===== src/rtl/core/c5b_pkg.sv =====
// Shared types and constants for the 5x5 convolution block.
package c5b_pkg;

    // Arithmetic and kernel geometry
    localparam int DATA_W      = 32;
    localparam int FEAT_W      = 25;
    localparam int IDX_W       = 5;
    localparam int KSIZE       = 5;
    localparam int KTAPS       = KSIZE * KSIZE;
    localparam int NLINES      = KSIZE - 1;
    localparam int ROW_DATA_W  = NLINES * DATA_W;

    // Frame geometry
    localparam int MAX_WIDTH_DEF = 64;
    localparam int MAX_HEIGHT    = 64;
    localparam int ROW_W         = $clog2(MAX_HEIGHT);
    localparam int IN_DIM_W      = 7;
    localparam int OUT_DIM_W     = 6;
    localparam int MIN_IN_DIM    = KSIZE;
    localparam int MIN_OUT_DIM   = 1;

    // Rectifier
    localparam logic [DATA_W-1:0] RECT_LIMIT = 32'h8000_0000;
    localparam int                RECT_SHIFT = 8;

    // Adder tree: products plus bias, padded to a power of two
    localparam int TREE_LEAVES = 32;
    localparam int TREE_LEVELS = $clog2(TREE_LEAVES);
    localparam int TREE_NODES  = TREE_LEAVES - 1;

    // Output queue
    localparam int FIFO_DEPTH = 16;

    // Configuration port
    localparam int CFG_IDX_W = 3;

    typedef enum logic [CFG_IDX_W-1:0] {
        REG_IN_WIDTH   = 3'd0,
        REG_IN_HEIGHT  = 3'd1,
        REG_OUT_WIDTH  = 3'd2,
        REG_OUT_HEIGHT = 3'd3,
        REG_BIAS       = 3'd4
    } cfg_reg_t;

    localparam logic [IN_DIM_W-1:0]  IN_WIDTH_RST   = 7'd33;
    localparam logic [IN_DIM_W-1:0]  IN_HEIGHT_RST  = 7'd33;
    localparam logic [OUT_DIM_W-1:0] OUT_WIDTH_RST  = 6'd28;
    localparam logic [OUT_DIM_W-1:0] OUT_HEIGHT_RST = 6'd28;
    localparam logic [DATA_W-1:0]    BIAS_RST       = 32'd66882;

    // Kind of an input beat
    typedef enum logic {
        OP_WEIGHT = 1'b0,
        OP_PIXEL  = 1'b1
    } op_t;

    // One queued result
    typedef struct packed {
        logic              last;
        logic [FEAT_W-1:0] feature;
    } result_t;

endpackage


===== src/rtl/core/c5b_sum_tree.sv =====
// Registered binary adder tree over the tap products and the bias.
module c5b_sum_tree
    import c5b_pkg::*;
(
    input  logic              aclk,
    input  logic [DATA_W-1:0] products [KTAPS],
    input  logic [DATA_W-1:0] bias,
    output logic [DATA_W-1:0] sum
);

    logic [DATA_W-1:0] leaf [TREE_LEAVES];
    // Heap order: node i adds children 2i+1 and 2i+2
    logic [DATA_W-1:0] node_reg [TREE_NODES];

    // Leaves: products, then bias, then zero padding
    always_comb begin
        for (int k = 0; k < TREE_LEAVES; k++) begin
            if (k < KTAPS) begin
                leaf[k] = products[k];
            end else if (k == KTAPS) begin
                leaf[k] = bias;
            end else begin
                leaf[k] = '0;
            end
        end
    end

    for (genvar i = 0; i < TREE_NODES; i++) begin : g_node
        if (2 * i + 1 >= TREE_NODES) begin : g_leaf_add
            always_ff @(posedge aclk) begin
                node_reg[i] <= leaf[2 * i + 1 - TREE_NODES] + leaf[2 * i + 2 - TREE_NODES];
            end
        end else begin : g_node_add
            always_ff @(posedge aclk) begin
                node_reg[i] <= node_reg[2 * i + 1] + node_reg[2 * i + 2];
            end
        end
    end

    assign sum = node_reg[0];

endmodule


===== config.mk =====
export PLATFORM = sky130hd
export DESIGN_NAME = c5b_sum_tree
export DESIGN_NICKNAME = d
export VERILOG_FILES = /design/src/rtl/core/c5b_pkg.sv /design/src/rtl/core/c5b_sum_tree.sv
export SDC_FILE = /design/constraint.sdc
export NUM_CORES = 2
export LEC_CHECK = 0
export BUFFER_PORTS_ARGS = -buffer_cell sky130_fd_sc_hd__buf_4
export CORE_AREA = 5 5 379 381
export DETAILED_ROUTE_END_ITERATION = 10
export DIE_AREA = 0 0 384 386
export PLACE_DENSITY = 0.7
export SKIP_LAST_GASP = 1
export SLEW_MARGIN = 20
export SYNTH_ARGS = -nofsm -noshare
export SYNTH_HDL_FRONTEND = slang
export SYNTH_SLANG_ARGS = --single-unit

===== constraint.sdc =====
create_clock -name aclk -period 8.3 [get_ports aclk]
set_input_delay 2.075 -clock aclk [delete_from_list [all_inputs] [get_ports aclk]]
set_output_delay 2.075 -clock aclk [all_outputs]
set_load 0.005 [all_outputs]

==> run summary <==
Share of layout cells above drive strength 1: 0.153
Vias in the first global route: 47.5k
Peak Freq: 197 MHz
Htree depth: 3
DR vias: 48.3k
CTS tree: built
Crit share post-route: 0.611
Num CTS Buffers: 97
Max reg flops: 864
Clock slew at reported path FFs: 60 ps
Root buf cell: clkbuf_16
Final WL: 172 mm
Commonest non-fill, non-tap cells in the layout: buf_4, dfxtp_1, ha_1
Clock sink count: 864
Num ports: 865
Area Growth Syn to Fin: 20.6%
Share of the yosys chip area belonging to registers: 0.312
Drc violations: 0
Wire per inst: 19.2 µm
Synth warn: 0
Synth Flop Type: dfxtp_1
Detailed Place HPWL: 144 mm
CP arrival: 5610 ps
GRT Total Usage: 0.218
Syn nets: 7784
Max-cap violations: 0
Latest clock arrival within the worst-skew pair: 670 ps
Post-synth EDFFs: 0
Final hold vios: 0
Status: complete, no violations
Detailed Routing Iterations Pass 1: 6
Pwr/cell area: 363 mW/mm²
VDD IR max: 189 µV
Core footprint: 0.140 mm²
Largest net degree at the start of global routing: 16
Post_cts resized: 0
Crit Path Max Fanout: 4
Unrepaired setup endpoints after global routing: false
Total Power: 24.3 mW
Initial antenna violation count: 11
Clk_skew: 30.0 ps
Nets: 8624
ANT nets after route: 0
Final setup violation count: 0
Fin crit period: 5070 ps
Overflow after GRT: 0
Fraction of registers with async set/reset: 0
Starting Density: 0.395
Slew headroom: 0.279
Die area: 0.148 mm²
DR iter-0 viols: 2549
Placer's final routability congestion estimate: 0.952
Post-Syn Area per Cell: 9.01 µm²
Hold WC Path Type: reg -> reg
Post-CTS Setup Bufs: 0
Mapped Area: 0.0554 mm²
First-pass GRT wire length: 257 mm
Slew @ Worst Pin: 1050 ps
Final WS setup: 3230 ps
Critical path class: in -> reg
Synth Instances: 6151
Setup TNS: 0 ps
CP required: 8830 ps
Worst Setup End Kind: register
Placement Setup Slack: 2710 ps
Final Slew Violations: 0
Post-synth cell types: 87
Std cell rows: 138
Clk buf depth: 3
Seq cells post-synth: 864
Worst hold slack: 322 ps
CP Launch Type: input pin
Height of the chip: 386 µm
Leakage: 31.3 nW
Commonest non-fill, non-tap cell in the layout: buf_4
Hold buffer count at CTS: 0
Die W: 384 µm
Port Buffers: 864
Vias per cell: 5.39
## cell usage after synthesis (all sizes together), types with 10 or more instances
cell type  instances  area share
dfxtp            864        0.31
ha               775        0.17
a21oi            678       0.061
xnor2            466       0.074
a21o             428       0.058
nor2             332       0.022
nand2            327       0.022
o21ai            314       0.028
xor2             244       0.039
inv              185       0.013
nand3            131       0.012
o21bai           116       0.016
nor3             107      0.0097
o21a              95       0.013
clkbuf            85      0.0058
a31oi             80      0.0090
and3              77      0.0087
a211oi            76       0.011
nand4             69      0.0078
nand2b            68      0.0077
nor2b             58      0.0065
a2111oi           49      0.0081
o211ai            49      0.0066
buf               41      0.0050
o31ai             34      0.0046
and2              31      0.0035
or3               26      0.0029
fa                25      0.0090
a221oi            24      0.0039
a21boi            21      0.0028
a211o             20      0.0032
or2               19      0.0021
o2111ai           16      0.0025
a41oi             15      0.0024
a31o              14      0.0022
o311ai            14      0.0023
and4              13      0.0021
nand3b            11      0.0015
nor4              11      0.0012
o41ai             11      0.0019
a311oi            10      0.0017
## logic make-up (layout without fill, tap and decap cells)
group,count (synthesis),after routing,synth area share
AOI/OAI and AO/OA,2154,2154,0.253
xor gates and xnor gates,710,710,0.112
adders and majority gates,800,800,0.184
buffers and inverters,311,1225,0.0233
DFF,864,864,0.312
muxes,8,8,0.00144
other,0,7,0
and+or+nand+nor,1304,1304,0.114
## where the power goes
part	internal [mW]	total (mW)	switching [mW]
Clock	2.44	4.17	1.72
Sequential	5.88	6.68	0.807
Combinational	5.77	13.4	7.63
## per-layer routing
metal	routed length, µm	GRT usage
met1	74100	0.273
met2	82500	0.380
met3	8840	0.0352
met4	6300	0.0754
met5	61	0
## stage by stage
stage / instances / util / cell area, µm²
floorplan: 6151 / - / 55400
global placement: 8782 / 0.454 / 63700
detailed placement: 8782 / 0.454 / 63700
CTS: 8955 / 0.477 / 66800
global route: 8958 / 0.477 / 66800
finish: 8962 / 0.477 / 66900
## critical path: stages
cell,delay (ps)
buf_4,110
ha_1,310
a211oi_1,710
o21ai_0,450
o2111ai_1,410
a2111oi_0,250
o21ai_0,370
nand3b_1,210
a41oi_1,460
nand3_1,130
o311ai_0,110
## cell type report
| cell class | count | area (µm²) |
|---|---|---|
| fill | 13400 | 73400 |
| multi-input combinational | 4976 | 36800 |
| sequential | 864 | 17300 |
| timing repair buffer | 867 | 6510 |
| clock buffer | 133 | 2790 |
| tap | 1890 | 2360 |
| inverter | 185 | 694 |
| clock inverter | 40 | 338 |
| antenna | 7 | 17.5 |
## worst paths after layout
kind | from | slack [ps] | to | cells past startpoint
worst max-delay path | products[354] | 3230 | node_reg[1][189] | 11
worst min-delay path | node_reg[0][441] | 320 | node_reg[0][217] | 0
worst max register to register | node_reg[1][96] | 4410 | node_reg[0][318] | 11
worst min register to register | node_reg[0][441] | 320 | node_reg[0][217] | 0
Note: power is estimated with default switching activity, not from simulation.
