$ cat config.mk
export PLATFORM = sky130hd
export DESIGN_NAME = c5b_out_fifo
export DESIGN_NICKNAME = d
export VERILOG_FILES = /design/src/rtl/core/c5b_pkg.sv /design/src/rtl/core/c5b_out_fifo.sv
export SDC_FILE = /design/constraint.sdc
export NUM_CORES = 1
export LEC_CHECK = 0
export BUFFER_PORTS_ARGS = -buffer_cell sky130_fd_sc_hd__buf_4
export CAP_MARGIN = 0
export CORE_MARGIN = 2
export CORE_UTILIZATION = 35
export CTS_CLUSTER_SIZE = 16
export DETAILED_ROUTE_END_ITERATION = 10
export GPL_TIMING_DRIVEN = 0
export PLACE_DENSITY_LB_ADDON = 0.3
export SLEW_MARGIN = 20
export SYNTH_ARGS = -nofsm -noshare
export SYNTH_HDL_FRONTEND = slang
export SYNTH_SLANG_ARGS = --single-unit
$ cat constraint.sdc
create_clock -name aclk -period 2.2 [get_ports aclk]
set_clock_uncertainty 0.05 [all_clocks]
set_input_delay 0.11 -clock aclk [delete_from_list [all_inputs] [get_ports aclk]]
set_output_delay 0.11 -clock aclk [all_outputs]
set_load 0.01 [all_outputs]
$ cat src/rtl/core/c5b_pkg.sv
// Shared types and constants for the 5x5 convolution block.
package c5b_pkg;

    // Arithmetic and kernel geometry
    localparam int DATA_W      = 32;
    localparam int FEAT_W      = 25;
    localparam int IDX_W       = 5;
    localparam int KSIZE       = 5;
    localparam int KTAPS       = KSIZE * KSIZE;
    localparam int NLINES      = KSIZE - 1;
    localparam int ROW_DATA_W  = NLINES * DATA_W;

    // Frame geometry
    localparam int MAX_WIDTH_DEF = 64;
    localparam int MAX_HEIGHT    = 64;
    localparam int ROW_W         = $clog2(MAX_HEIGHT);
    localparam int IN_DIM_W      = 7;
    localparam int OUT_DIM_W     = 6;
    localparam int MIN_IN_DIM    = KSIZE;
    localparam int MIN_OUT_DIM   = 1;

    // Rectifier
    localparam logic [DATA_W-1:0] RECT_LIMIT = 32'h8000_0000;
    localparam int                RECT_SHIFT = 8;

    // Adder tree: products plus bias, padded to a power of two
    localparam int TREE_LEAVES = 32;
    localparam int TREE_LEVELS = $clog2(TREE_LEAVES);
    localparam int TREE_NODES  = TREE_LEAVES - 1;

    // Output queue
    localparam int FIFO_DEPTH = 16;

    // Configuration port
    localparam int CFG_IDX_W = 3;

    typedef enum logic [CFG_IDX_W-1:0] {
        REG_IN_WIDTH   = 3'd0,
        REG_IN_HEIGHT  = 3'd1,
        REG_OUT_WIDTH  = 3'd2,
        REG_OUT_HEIGHT = 3'd3,
        REG_BIAS       = 3'd4
    } cfg_reg_t;

    localparam logic [IN_DIM_W-1:0]  IN_WIDTH_RST   = 7'd33;
    localparam logic [IN_DIM_W-1:0]  IN_HEIGHT_RST  = 7'd33;
    localparam logic [OUT_DIM_W-1:0] OUT_WIDTH_RST  = 6'd28;
    localparam logic [OUT_DIM_W-1:0] OUT_HEIGHT_RST = 6'd28;
    localparam logic [DATA_W-1:0]    BIAS_RST       = 32'd66882;

    // Kind of an input beat
    typedef enum logic {
        OP_WEIGHT = 1'b0,
        OP_PIXEL  = 1'b1
    } op_t;

    // One queued result
    typedef struct packed {
        logic              last;
        logic [FEAT_W-1:0] feature;
    } result_t;

endpackage

$ cat src/rtl/core/c5b_out_fifo.sv
// Small result queue between the datapath and the master port.
module c5b_out_fifo
    import c5b_pkg::*;
(
    input  logic    aclk,
    input  logic    aresetn,
    input  logic    wr_en,
    input  result_t wr_data,
    input  logic    rd_en,
    output result_t rd_data,
    output logic    not_empty
);

    localparam int PTR_W = $clog2(FIFO_DEPTH);
    localparam int CNT_W = $clog2(FIFO_DEPTH + 1);

    result_t             store [FIFO_DEPTH];
    logic [PTR_W-1:0]    wr_ptr_reg, wr_ptr_next;
    logic [PTR_W-1:0]    rd_ptr_reg, rd_ptr_next;
    logic [CNT_W-1:0]    count_reg, count_next;

    // Pointer and fill bookkeeping
    always_comb begin
        wr_ptr_next = wr_ptr_reg;
        rd_ptr_next = rd_ptr_reg;
        count_next  = count_reg;
        if (wr_en) begin
            wr_ptr_next = (wr_ptr_reg == PTR_W'(FIFO_DEPTH - 1)) ? '0 : wr_ptr_reg + 1'b1;
        end
        if (rd_en) begin
            rd_ptr_next = (rd_ptr_reg == PTR_W'(FIFO_DEPTH - 1)) ? '0 : rd_ptr_reg + 1'b1;
        end
        if (wr_en && !rd_en) begin
            count_next = count_reg + 1'b1;
        end else if (rd_en && !wr_en) begin
            count_next = count_reg - 1'b1;
        end
    end

    always_ff @(posedge aclk) begin
        if (!aresetn) begin
            wr_ptr_reg <= '0;
            rd_ptr_reg <= '0;
            count_reg  <= '0;
        end else begin
            wr_ptr_reg <= wr_ptr_next;
            rd_ptr_reg <= rd_ptr_next;
            count_reg  <= count_next;
        end
    end

    always_ff @(posedge aclk) begin
        if (wr_en) begin
            store[wr_ptr_reg] <= wr_data;
        end
    end

    assign rd_data   = store[rd_ptr_reg];
    assign not_empty = (count_reg != '0);

endmodule

==> load_flow_metrics.sql <==
INSERT INTO impl_metrics (metric_group, metric, value, unit) VALUES
('sta', 'max_freq', '406', 'MHz'),
('final_layout', 'final-seq-area', '12800', 'µm²'),
('grt', 'via_count_of_the_first_global_routing_pass', '8311', ''),
('status', 'result_of_the_run', 'complete, but fails checks', ''),
('grt', 'grt.overflow.total', '0', ''),
('sta', 'worst_slack', '-263', 'ps'),
('worst_setup_path', 'crit_path_max_fanout', '10', ''),
('synth', 'post_synth.cell_area_avg', '22.1', 'µm²'),
('worst_setup_path', 'crit_slowest_cell', 'sky130_fd_sc_hd__mux4_2', ''),
('placement', 'gp_routability_congestion', '0.732', ''),
('synth', 'synth_top_flop_cell', 'sky130_fd_sc_hd__edfxtp_1', ''),
('grt', 'grt_pass1_wl', '53.9', 'mm'),
('final_layout', 'layout-drive-gt1-share', '39.1', '%'),
('power_and_ir_drop', 'vdd.ir_drop.worst', '433', 'µV'),
('drt', 'route.detailed.vias_per_inst', '5.17', ''),
('final_layout', 'nets', '941', ''),
('clocking', 'cts_max_level', '2', ''),
('worst_setup_path', 'cp-start-kind', 'flip-flop', ''),
('drt', 'number_of_routed_nets_with_antenna_violations', '0', ''),
('final_layout', 'largest_reg_flops', '416', ''),
('synth', 'post_synth_instance_area', '16500', 'µm²'),
('worst_setup_path', 'critical_path.cell_chain', 'buf_4 -> buf_12 -> mux4_2 -> a22oi_1 -> nand2_2 -> buf_6', ''),
('sta', 'rsz0062_at_grt', 'true', ''),
('placement', 'port_buffers', '56', ''),
('grt', 'grt_max_degree', '22', ''),
('synth', 'share_of_async_settable_or_async_resettable_flops_after_synthesis', '0', '%'),
('drt', 'dr_total_vias', '7978', ''),
('floorplan', 'placeableCoreArea', '46600', 'µm²'),
('flow_run', 'cap_viol_max_count', '0', ''),
('floorplan', 'placementRows', '79', ''),
('power_and_ir_drop', 'powerDensity', '887', 'nW/µm²'),
('drt', 'detail_route.wirelength', '37.0', 'mm'),
('floorplan', 'design.die.area', '48900', 'µm²'),
('drt', 'drt_iter0_markers', '676', ''),
('drt', 'wire_per_inst', '24.0', 'µm'),
('worst_setup_path', 'timing.critical_path.buf_inv', '3', ''),
('sta', 'hold-worst-slack', '125', 'ps'),
('worst_setup_path', 'arrival', '2300', 'ps'),
('drt', 'drc_errors', '0', ''),
('worst_setup_path', 'timing.reg2reg.setup_slack', '280', 'ps'),
('sta', 'setup_viol', '26', ''),
('sta', 'max_slew.worst_pin.slew', '543', 'ps'),
('final_layout', 'filler_cells', '3878', ''),
('grt', 'overall_global_routing_usage', '14.9', '%'),
('final_layout', 'layout_commonest_cell', 'sky130_fd_sc_hd__edfxtp_1', ''),
('worst_setup_path', 'cpPeakStageDelay', '520', 'ps'),
('worst_setup_path', 'crit_path_kind', 'reg2out', ''),
('clocking', 'clock-root-buffer', 'sky130_fd_sc_hd__clkbuf_16', ''),
('synth', 'postSynthNetCount', '788', ''),
('worst_setup_path', 'cp_data_required_time', '2040', 'ps'),
('final_layout', 'synthesis_to_finish_area_growth', '25.2', '%'),
('worst_setup_path', 'setup.worst_path.end_class', 'primary output', ''),
('synth', 'synth_cell_types', '34', ''),
('clocking', 'tritoncts', 'done', ''),
('final_layout', 'layout.core_utilization', '44.4', '%'),
('worst_setup_path', 'critPathTopFamily', 'multiplexers', ''),
('synth', 'ys_seq_area_share', '77.7', '%'),
('placement', 'dp_hpwl', '22.3', 'mm'),
('floorplan', 'width_of_the_chip', '221', 'µm'),
('power_and_ir_drop', 'leakagePower', '6.65', 'nW'),
('synth', 'synth-warning-count', '0', ''),
('final_layout', 'area_of_the_multi_input_gates', '3740', 'µm²'),
('synth', 'yosys_register_bits', '433', ''),
('sta', 'pins_over_their_slew_limit', '0', ''),
('sta', 'timing.final.crit_period', '2460', 'ps'),
('status', 'violations', 'negative setup slack', ''),
('grt', 'grt_antenna_before_repair', '0', ''),
('synth', 'number_of_synthesized_flops_with_an_enable_pin', '416', ''),
('sta', 'finalCritPeriodShare', '112', '%'),
('sta', 'max-slew-margin-rel', '63.8', '%'),
('floorplan', 'initial_utilization', '35.5', '%');
[layer usage]
layer	share of wire (%)	routed length, µm	track usage [%]
met1	46	16900	21.2
met2	47	17500	23.3
met3	4.9	1830	2.70
met4	2.3	837	4.46
met5	0	0	0
[worst min-delay path, cell delays in order]
cell,delay [ps]
sky130_fd_sc_hd__buf_4,120
sky130_fd_sc_hd__clkbuf_1,200
sky130_fd_sc_hd__mux2i_1,190
sky130_fd_sc_hd__nor2b_1,60
[worst paths after layout]
kind                                     from            end  depth (start not counted)
worst max-delay path                flip-flop     rd_data[3]                          6
worst min-delay path                    wr_en  wr_ptr_reg[1]                          4
worst max register to register  wr_ptr_reg[2]   store[3][17]                          3
worst min register to register   count_reg[4]   count_reg[4]                          2
[cell type report]
type,instances,share of cell area [%]
flip-flops and latches,433,62.1
multi-input cells,271,18.1
repair buffers,109,6.68
clock buffers,58,6.09
well taps,607,3.67
plain buffers,35,1.99
clock inverters,23,1.27
inverters,6,0.109
[timing repair]
action / in CTS / in global routing
gates cloned: 1 / 3
pin swaps: 5 / 20
setup buffers: 1 / 4
endpoints found under the hold margin: 425 / 0
endpoints found under the setup margin: 26 / 26
resized for setup: 126 / 41
hold buffers: 28 / 0
[logic make-up after synthesis]
kind of cell	after synthesis	synth area share, %
DFF	433	77.7
muxes	109	14.5
and+or+nand+nor	83	2.56
AOI/OAI and AO/OA	65	2.80
buffers and inverters	44	1.41
adders and majority gates	10	0.803
xor gates and xnor gates	4	0.212
[stage by stage]
step / power (mW) / instances / instance area [µm²] / TNS (ps)
global route: 18.9 / 1542 / 20700 / -7480
global placement: 10.5 / 1411 / 17700 / -190980
detailed placement: 10.5 / 1427 / 18100 / -5310
finish: 18.3 / 1542 / 20700 / -5390
CTS: 18.4 / 1535 / 20400 / -6630
floorplan: 10.0 / 748 / 16500 / 0
[where the power goes]
group,internal (mW),switching [mW],leakage [nW]
Sequential,9.14,0.0486,3.90
Combinational,0.700,0.676,2.00
Clock,4.73,3.03,0.749
[synthesized netlist by cell type (2+ instances only)]
master / number / share of area, %
sky130_fd_sc_hd__and2_1: 25 / 0.95
sky130_fd_sc_hd__a22oi_1: 52 / 2.4
sky130_fd_sc_hd__dfxtp_1: 17 / 2.1
sky130_fd_sc_hd__nand2_1: 34 / 0.77
sky130_fd_sc_hd__buf_2: 9 / 0.27
sky130_fd_sc_hd__nor2_1: 6 / 0.14
sky130_fd_sc_hd__edfxtp_1: 416 / 76
sky130_fd_sc_hd__buf_6: 7 / 0.48
sky130_fd_sc_hd__a21oi_1: 4 / 0.12
sky130_fd_sc_hd__buf_1: 5 / 0.11
sky130_fd_sc_hd__nand3_1: 5 / 0.15
sky130_fd_sc_hd__inv_1: 6 / 0.14
sky130_fd_sc_hd__nor2b_1: 4 / 0.15
sky130_fd_sc_hd__o21ai_0: 6 / 0.18
sky130_fd_sc_hd__mux4_2: 104 / 14
sky130_fd_sc_hd__mux2i_1: 4 / 0.24
sky130_fd_sc_hd__clkbuf_1: 16 / 0.36
sky130_fd_sc_hd__nand2b_1: 2 / 0.076
sky130_fd_sc_hd__ha_1: 9 / 0.68
sky130_fd_sc_hd__xnor2_1: 3 / 0.16
No activity file was read; power rests on OpenSTA's default activity.
