$ cat src/rtl/core/c5b_pkg.sv
// Shared types and constants for the 5x5 convolution block.
package c5b_pkg;

    // Arithmetic and kernel geometry
    localparam int DATA_W      = 32;
    localparam int FEAT_W      = 25;
    localparam int IDX_W       = 5;
    localparam int KSIZE       = 5;
    localparam int KTAPS       = KSIZE * KSIZE;
    localparam int NLINES      = KSIZE - 1;
    localparam int ROW_DATA_W  = NLINES * DATA_W;

    // Frame geometry
    localparam int MAX_WIDTH_DEF = 64;
    localparam int MAX_HEIGHT    = 64;
    localparam int ROW_W         = $clog2(MAX_HEIGHT);
    localparam int IN_DIM_W      = 7;
    localparam int OUT_DIM_W     = 6;
    localparam int MIN_IN_DIM    = KSIZE;
    localparam int MIN_OUT_DIM   = 1;

    // Rectifier
    localparam logic [DATA_W-1:0] RECT_LIMIT = 32'h8000_0000;
    localparam int                RECT_SHIFT = 8;

    // Adder tree: products plus bias, padded to a power of two
    localparam int TREE_LEAVES = 32;
    localparam int TREE_LEVELS = $clog2(TREE_LEAVES);
    localparam int TREE_NODES  = TREE_LEAVES - 1;

    // Output queue
    localparam int FIFO_DEPTH = 16;

    // Configuration port
    localparam int CFG_IDX_W = 3;

    typedef enum logic [CFG_IDX_W-1:0] {
        REG_IN_WIDTH   = 3'd0,
        REG_IN_HEIGHT  = 3'd1,
        REG_OUT_WIDTH  = 3'd2,
        REG_OUT_HEIGHT = 3'd3,
        REG_BIAS       = 3'd4
    } cfg_reg_t;

    localparam logic [IN_DIM_W-1:0]  IN_WIDTH_RST   = 7'd33;
    localparam logic [IN_DIM_W-1:0]  IN_HEIGHT_RST  = 7'd33;
    localparam logic [OUT_DIM_W-1:0] OUT_WIDTH_RST  = 6'd28;
    localparam logic [OUT_DIM_W-1:0] OUT_HEIGHT_RST = 6'd28;
    localparam logic [DATA_W-1:0]    BIAS_RST       = 32'd66882;

    // Kind of an input beat
    typedef enum logic {
        OP_WEIGHT = 1'b0,
        OP_PIXEL  = 1'b1
    } op_t;

    // One queued result
    typedef struct packed {
        logic              last;
        logic [FEAT_W-1:0] feature;
    } result_t;

endpackage

$ cat src/rtl/core/c5b_cell.sv
// One kernel tap: weight, window pixel and registered product.
module c5b_cell
    import c5b_pkg::*;
(
    input  logic              aclk,
    input  logic              aresetn,
    input  logic              shift_en,
    input  logic [DATA_W-1:0] pixel_in,
    input  logic              load_en,
    input  logic [DATA_W-1:0] weight_in,
    output logic [DATA_W-1:0] pixel_out,
    output logic [DATA_W-1:0] product_out
);

    logic [DATA_W-1:0] weight_reg;
    logic [DATA_W-1:0] pixel_reg;
    logic [DATA_W-1:0] product_reg;

    // Tap state: pixel moves one place along the row per pixel beat
    always_ff @(posedge aclk) begin
        if (!aresetn) begin
            weight_reg <= '0;
            pixel_reg  <= '0;
        end else begin
            if (load_en) begin
                weight_reg <= weight_in;
            end
            if (shift_en) begin
                pixel_reg <= pixel_in;
            end
        end
    end

    // Low 32 bits of the product, wrapping
    always_ff @(posedge aclk) begin
        product_reg <= weight_reg * pixel_reg;
    end

    assign pixel_out   = pixel_reg;
    assign product_out = product_reg;

endmodule

$ cat config.mk
export PLATFORM = sky130hd
export DESIGN_NAME = c5b_cell
export DESIGN_NICKNAME = d
export VERILOG_FILES = /design/src/rtl/core/c5b_pkg.sv /design/src/rtl/core/c5b_cell.sv
export SDC_FILE = /design/constraint.sdc
export NUM_CORES = 1
export LEC_CHECK = 0
export BUFFER_PORTS_ARGS = -buffer_cell sky130_fd_sc_hd__buf_2
export CAP_MARGIN = 10
export CORE_MARGIN = 3
export CORE_UTILIZATION = 50
export CTS_CLUSTER_SIZE = 30
export DETAILED_ROUTE_END_ITERATION = 6
export GPL_TIMING_DRIVEN = 0
export PLACE_DENSITY = 0.71
export SYNTH_ARGS = -nofsm -noshare
export SYNTH_HDL_FRONTEND = slang
export SYNTH_SLANG_ARGS = --single-unit
export TNS_END_PERCENT = 1
$ cat constraint.sdc
create_clock -name aclk -period 6.9 [get_ports aclk]
set_clock_uncertainty 0.15 [all_clocks]
set_input_delay 1.035 -clock aclk [delete_from_list [all_inputs] [get_ports aclk]]
set_output_delay 1.035 -clock aclk [all_outputs]
set_load 0.01 [all_outputs]
==> results.sh, run 1 <==
export IMPL_holdBufCountCts=0
export IMPL_synth_area_top_cells="fa_1, and2_1, dfxtp_1, ha_1, inv_1"
export IMPL_synthToLayoutAreaGrowth_pct=12.2
export IMPL_finalWorstSetupSlack_ns=-0.0253
export IMPL_pwr_share_comb_pct=55.9
export IMPL_synth_compound_area_share_pct=2.76
export IMPL_arrival_ns=7.08
export IMPL_cts_buffer_depth=2
export IMPL_syn_inst=1951
export IMPL_first_global_vias=15000
export IMPL_synthArstFlopShare_pct=0
export IMPL_netlist_top_cell_by_area="fa_1"
export IMPL_ant_nets=0
export IMPL_io_buffer_count=128
export IMPL_r2r_end="product_out[28]"
export IMPL_numCtsBuffers=9
export IMPL_die_h_um=200
export IMPL_crit_path_top_delay_cell="fa_1"
export IMPL_avgSynthCellArea_um2=9.63
export IMPL_p_per_area_nw_per_um2=136
export IMPL_synth_mux_area_share_pct=3.41
export IMPL_nNetsFinal=2708
export IMPL_path_cells="clkbuf_16 -> clkbuf_16 -> and2_1 -> fa_1 -> inv_1 -> fa_1 -> fa_2 -> fa_1 -> inv_1 -> fa_1 -> fa_1 -> fa_1 -> fa_1 -> ha_4 -> a21oi_2 -> o21bai_1 -> a221o_1 -> a21o_1 -> a31o_4 -> a211o_1 -> a21oi_2 -> xnor2_1"
export IMPL_holdCritPathClass="reg -> reg"
export IMPL_grt_pass1_wl_um=86400
export IMPL_synth_top_family_by_area="adder cells"
export IMPL_ys_seq_area_share_pct=10.2
export IMPL_multiInputGateArea_um2=15300
export IMPL_clock_latency_ns=0.39
export IMPL_routed_wirelength_um=55300
export IMPL_ff_latch_area_um2=1980
export IMPL_initial_core_util_pct=51.1
export IMPL_drtIter0Drc=931
export IMPL_ys_types=44
export IMPL_drc=0
export IMPL_finalSetupViolCount=2
export IMPL_hold_start="weight_reg[31]"
export IMPL_cp_required_ns=7.06
export IMPL_vias_per_cell=5.39
export IMPL_dp_hpwl_um=44700
export IMPL_report_final_slew_viol_count=0
export IMPL_layout_drive_gt1_share_pct=13.5
export IMPL_endpoint_kind="register"
export IMPL_antenna_found_initial=0
export IMPL_dp_cells=2547
export IMPL_core_um2=36800
export IMPL_clk_pin_slew_ns=0.07
export IMPL_cts_root_buffer="clkbuf_16"
export IMPL_num_vias=13900
export IMPL_synth_edff_count=0
export IMPL_pwr_share_clk_pct=19.3
export IMPL_internal_power_mw=1.63
export IMPL_synth_common_cells="fa_1, and2_1, inv_1, nand2_1, ha_1"
export IMPL_syn_cell_area_um2=18800
export IMPL_grt_max_degree=18
export IMPL_dr_pass1_iters=5
export IMPL_path_buf_inv=4
export IMPL_hold_path_endpoint="weight_reg[31]"
export IMPL_max_freq_ghz=0.144
export IMPL_routedWlPerCell_um=21.4
export IMPL_gp_congestion=0.958
export IMPL_critPathKind="reg -> reg"
export IMPL_slowest_delay_ns=0.56
export IMPL_io_pins=132
export IMPL_r2r_slack_ns=-0.03
export IMPL_cp_max_fo=8
export IMPL_min_path_cells=2
export IMPL_cp_top_family="adder cells"
export IMPL_htree_levels=3
export IMPL_worst_pin_slew_ns=1.04
export IMPL_yosys_area_top_type_share_pct=43.5
export IMPL_start_kind="register"
export IMPL_power_leakage_nw=10.1
export IMPL_ff2ff_path_depth=22
export IMPL_cts_num_sinks=96
export IMPL_grt_usage_pct=29.1
export IMPL_slew_headroom_pct=30.8
export IMPL_rows=70
export IMPL_num_antenna_cells=0
export IMPL_crit_path_frequent_cell="fa_1"
export IMPL_synthAdderAreaFrac_pct=51.7
export IMPL_synthFlopType="dfxtp_1"
export IMPL_syn_nets=2550
export IMPL_period_share_pct=100
export IMPL_status="complete, but fails checks"
export IMPL_hold_violations=0
export IMPL_synth_simple_area_share_pct=18.7
export IMPL_overflow=0
export IMPL_synth_most_common_cell="fa_1"
export IMPL_fp_dieW_um=200
export IMPL_fill_cells=3260
export IMPL_p_switching_mw=1.24
export IMPL_p_total_mw=2.87
export IMPL_swShare_pct=43.2
export IMPL_fin_setup_tns_ns=-0.0326
export IMPL_synth_xor_area_share_pct=3.96
export IMPL_rr_startpoint="pixel_out[3]"
export IMPL_dieArea_um2=39900
export IMPL_synth_yosys_warnings=0
export IMPL_cts_tree="built"
export IMPL_rsz0062_at_grt="yes"
export IMPL_pwr_share_seq_pct=24.8
export IMPL_vdd_drop_max_mv=0.147
export IMPL_synth_seq_cells=96
export IMPL_period_needed_ns=6.93
export IMPL_violations="negative setup slack"
export IMPL_cap_violations=0
export IMPL_final_cell_count_no_fill=2581
==> metal layers <==
metal | part of all wire (%) | up-vias | global-route usage [%]
li1 | - | 6060 | -
met1 | 42 | 7180 | 39.3
met2 | 46 | 555 | 47.1
met3 | 7.4 | 105 | 4.80
met4 | 4.9 | 0 | 12.5
met5 | 0 | - | 0
==> metrics by stage <==
| step | setup slack (ns) | utilization, % | area [um^2] | hold slack, ns |
|---|---|---|---|---|
| 6_report | -0.0253 | 57.3 | 21100 | 0.392 |
| 3_3_place_gp | -1.34 | 54.4 | 20000 | 0.347 |
| 5_1_grt | -0.226 | 57.3 | 21100 | 0.417 |
| 3_5_place_dp | -1.44 | 54.4 | 20000 | 0.368 |
| 4_1_cts | -0.0252 | 57.2 | 21000 | 0.385 |
| 2_1_floorplan | 0.0332 | - | 18800 | 0.332 |
==> cells in the final DEF (no fill, tap or decap), types with 24 or more instances in the layout <==
cell type | synthesis | final
nor2b_1 | 64 | 64
inv_1 | 362 | 360
buf_2 | 0 | 133
dfxtp_1 | 96 | 74
ha_1 | 123 | 115
xnor2_1 | 65 | 64
nand2_1 | 170 | 170
and2_1 | 368 | 367
clkbuf_1 | 95 | 31
buf_4 | 0 | 24
fa_1 | 408 | 401
mux2i_1 | 64 | 64
==> how the worst max path moves through the flow <==
stage / to / cells past startpoint / startpoint
6_report: product_out[28] / 22 / pixel_out[3]
5_1_grt: product_out[28] / 24 / pixel_out[4]
4_1_cts: product_out[28] / 22 / pixel_out[3]
3_5_place_dp: product_out[31] / 25 / weight_reg[5]
3_3_place_gp: product_out[31] / 25 / weight_reg[5]
2_1_floorplan: product_out[30] / 23 / pixel_out[4]
==> cell families (layout without fill, tap and decap cells) <==
logic type | Yosys count | after routing
DFF | 96 | 96
adders and majority gates | 531 | 531
muxes | 64 | 64
buffers and inverters | 465 | 627
AOI/OAI and AO/OA | 74 | 74
xor gates and xnor gates | 85 | 85
and+or+nand+nor | 636 | 636
==> power groups by stage <==
stage               Combinational, mW  Clock, mW  Sequential (mW)
floorplan                       0.949          0            0.743
global placement                 1.42          0            0.724
detailed placement               1.46          0            0.725
CTS                              1.59      0.566            0.712
global route                     1.78      0.583            0.723
finish                           1.61      0.554            0.713
==> repair_timing <==
action                                  4_1_cts  5_1_grt
gates resized for setup                     185       22
pin swaps                                    40        8
endpoints found under the setup margin       21        9
setup buffers                                23        0
==> layout make-up <==
class                   instances  area share [%]
clock buffers                   9            1.07
well taps                     468            2.78
inverters                     362            6.46
clock inverters                 6           0.356
multi-input cells            1390            72.5
plain buffers                  99            3.48
flip-flops and latches         96            9.40
repair buffers                151            3.98
==> worst min-delay path: stages (launching register included) <==
cell and delay [ns]:
dfxtp_1 0.32, mux2i_1 0.12, nor2b_1 0.06
(Power assumes the default switching activity.)
==> inputs of run 2 (changes only) <==
--- a/config.mk
+++ b/config.mk
@@ -12,7 +12,7 @@
 export CTS_CLUSTER_SIZE = 30
 export DETAILED_ROUTE_END_ITERATION = 6
 export GPL_TIMING_DRIVEN = 0
-export PLACE_DENSITY = 0.71
+export PLACE_DENSITY = 0.68
 export SYNTH_ARGS = -nofsm -noshare
 export SYNTH_HDL_FRONTEND = slang
 export SYNTH_SLANG_ARGS = --single-unit
==> constraint.sdc (replaced) <==
create_clock -name aclk -period 6.56 [get_ports aclk]
set_clock_uncertainty 0.15 [all_clocks]
set_input_delay 0.984 -clock aclk [delete_from_list [all_inputs] [get_ports aclk]]
set_output_delay 0.984 -clock aclk [all_outputs]
set_load 0.01 [all_outputs]
==> run 2 against run 1 <==
Net effect: the flow still finishes with violations (negative setup slack); cell count rose by 0.66%; utilization rose by 0.72 points; register-to-register slack got worse by 0.31 ns; sequential share of layout area fell by 0.058 points; first-iteration DRC count fell by 9.2%; count of clock-buffer cells in the layout rose by 2; via count fell by 1.6%; critical path type unchanged; largest cell class unchanged.
==> results.sh, run 2 (same netlist as run 1, synthesis figures left out) <==
export IMPL_status="complete, but fails checks"
export IMPL_violations="negative setup slack"
export IMPL_hold_violations=0
export IMPL_fill_cells=3209
export IMPL_cts_root_buffer="clkbuf_16"
export IMPL_path_buf_inv=5
export IMPL_vias_per_cell=5.27
export IMPL_crit_path_top_delay_cell="fa_1"
export IMPL_endpoint_kind="register"
export IMPL_layout_drive_gt1_share_pct=15.0
export IMPL_period_needed_ns=6.89
export IMPL_drc=0
export IMPL_grt_pass1_wl_um=86200
export IMPL_arrival_ns=7.05
export IMPL_final_area_um2=21300
export IMPL_post_place_ws_ns=-1.63
export IMPL_placed_cell_area_um2=20100
export IMPL_core_um2=36800
export IMPL_cp_required_ns=6.72
export IMPL_clk_pin_slew_ns=0.07
export IMPL_dieArea_um2=39900
export IMPL_first_global_vias=14800
export IMPL_whs_ns=0.385
export IMPL_nNetsFinal=2719
export IMPL_htree_levels=3
export IMPL_holdCritPathClass="reg -> reg"
export IMPL_routed_wirelength_um=55500
export IMPL_dp_hpwl_um=44600
export IMPL_drtIter0Drc=845
export IMPL_grt_max_degree=18
export IMPL_final_cell_mix="fa_1, and2_1, inv_1"
export IMPL_report_final_slew_viol_count=0
export IMPL_overflow=0
export IMPL_initial_core_util_pct=51.1
export IMPL_cts_buffer_depth=2
export IMPL_rows=70
export IMPL_fp_dieW_um=200
export IMPL_routedWlPerCell_um=21.4
export IMPL_slowest_delay_ns=0.55
export IMPL_gp_congestion=0.953
export IMPL_clock_latency_ns=0.38
export IMPL_finalWorstSetupSlack_ns=-0.333
export IMPL_crit_path_frequent_cell="fa_1"
export IMPL_path_cells="clkbuf_16 -> and2_4 -> fa_1 -> fa_1 -> fa_1 -> inv_2 -> fa_1 -> inv_1 -> fa_1 -> inv_2 -> fa_2 -> inv_2 -> fa_2 -> fa_2 -> ha_4 -> a21oi_2 -> o21bai_1 -> a221o_1 -> a21o_1 -> a31o_4 -> a211o_1 -> a21oi_2 -> xnor2_1"
export IMPL_cts_num_sinks=96
export IMPL_numCtsBuffers=9
export IMPL_ant_nets=0
export IMPL_fin_util_pct=58.0
export IMPL_antenna_found_initial=1
export IMPL_finalSetupViolCount=8
export IMPL_worst_pin_slew_ns=1.05
export IMPL_layout_commonest_cell="fa_1"
export IMPL_io_pins=132
export IMPL_slew_headroom_pct=29.7
export IMPL_start_kind="register"
export IMPL_p_total_mw=3.03
export IMPL_cp_top_family="adder cells"
export IMPL_power_leakage_nw=10.3
export IMPL_num_vias=13700
export IMPL_vdd_drop_max_mv=0.136
export IMPL_critPathKind="reg -> reg"
export IMPL_dr_pass1_iters=5
export IMPL_max_freq_ghz=0.145
export IMPL_cts_tree="built"
export IMPL_dp_cells=2547
export IMPL_period_share_pct=105
export IMPL_synthToLayoutAreaGrowth_pct=13.6
export IMPL_final_cell_count_no_fill=2598
export IMPL_fin_setup_tns_ns=-1.80
export IMPL_io_buffer_count=128
export IMPL_cap_violations=0
export IMPL_grt_usage_pct=29.3
export IMPL_die_h_um=200
export IMPL_rsz0062_at_grt="yes"
export IMPL_cp_max_fo=4
export IMPL_p_per_area_nw_per_um2=142
==> run 2: cell type report <==
| cell class | instances | area (um^2) | share of cell area, % |
|---|---|---|---|
| multi-input cells | 1390 | 15300 | 71.7 |
| clock inverters | 5 | 67.6 | 0.316 |
| diodes | 5 | 12.5 | 0.0586 |
| plain buffers | 99 | 858 | 4.02 |
| well taps | 468 | 586 | 2.74 |
| clock buffers | 11 | 254 | 1.19 |
| flip-flops and latches | 96 | 1990 | 9.34 |
| repair buffers | 162 | 900 | 4.21 |
| inverters | 362 | 1360 | 6.38 |
==> run 2: worst register-to-register path, cell delays in order, from the launching register on <==
cell       delay [ns]
dfxtp_4          0.39
clkbuf_16        0.17
and2_4           0.16
fa_1             0.55
fa_1             0.46
fa_1             0.54
inv_2            0.04
fa_1             0.53
inv_1            0.05
fa_1             0.49
inv_2            0.04
fa_2             0.53
inv_2            0.04
fa_2             0.53
fa_2             0.45
ha_4             0.17
a21oi_2          0.12
o21bai_1         0.07
a221o_1          0.34
a21o_1           0.20
a31o_4           0.23
a211o_1          0.29
a21oi_2          0.15
xnor2_1          0.13
==> run 2: repair_timing <==
item | in CTS | in global routing
pin swaps | 51 | 27
cloned | 0 | 0
resized for setup | 195 | 31
buffers inserted | 33 | 1
endpoints found under the setup margin | 21 | 14
hold buffers | 0 | 0
==> run 2: path summary, 6_finish.rpt <==
kind / from / endpoint / slack (ns) / depth (start not counted)
worst min register to register: weight_reg[31] / weight_reg[31] / 0.39 / 2
worst min-delay path: weight_reg[31] / weight_reg[31] / 0.39 / 2
worst max-delay path: pixel_out[7] / product_out[28] / -0.33 / 23
worst max register to register: pixel_out[7] / product_out[28] / -0.33 / 23
==> run 2: per-layer routing <==
layer	share of wire [%]	track usage [%]
met3	7.5	5.81
met5	0	0
met4	4.4	11.9
met2	46	47.3
met1	42	39.1
==> run 2: where the power goes <==
group,switching (mW),internal [mW],leakage [nW]
Sequential,0.0665,0.682,0.810
Clock,0.278,0.326,0.158
Combinational,0.945,0.733,9.32
Total,1.29,1.74,10.3
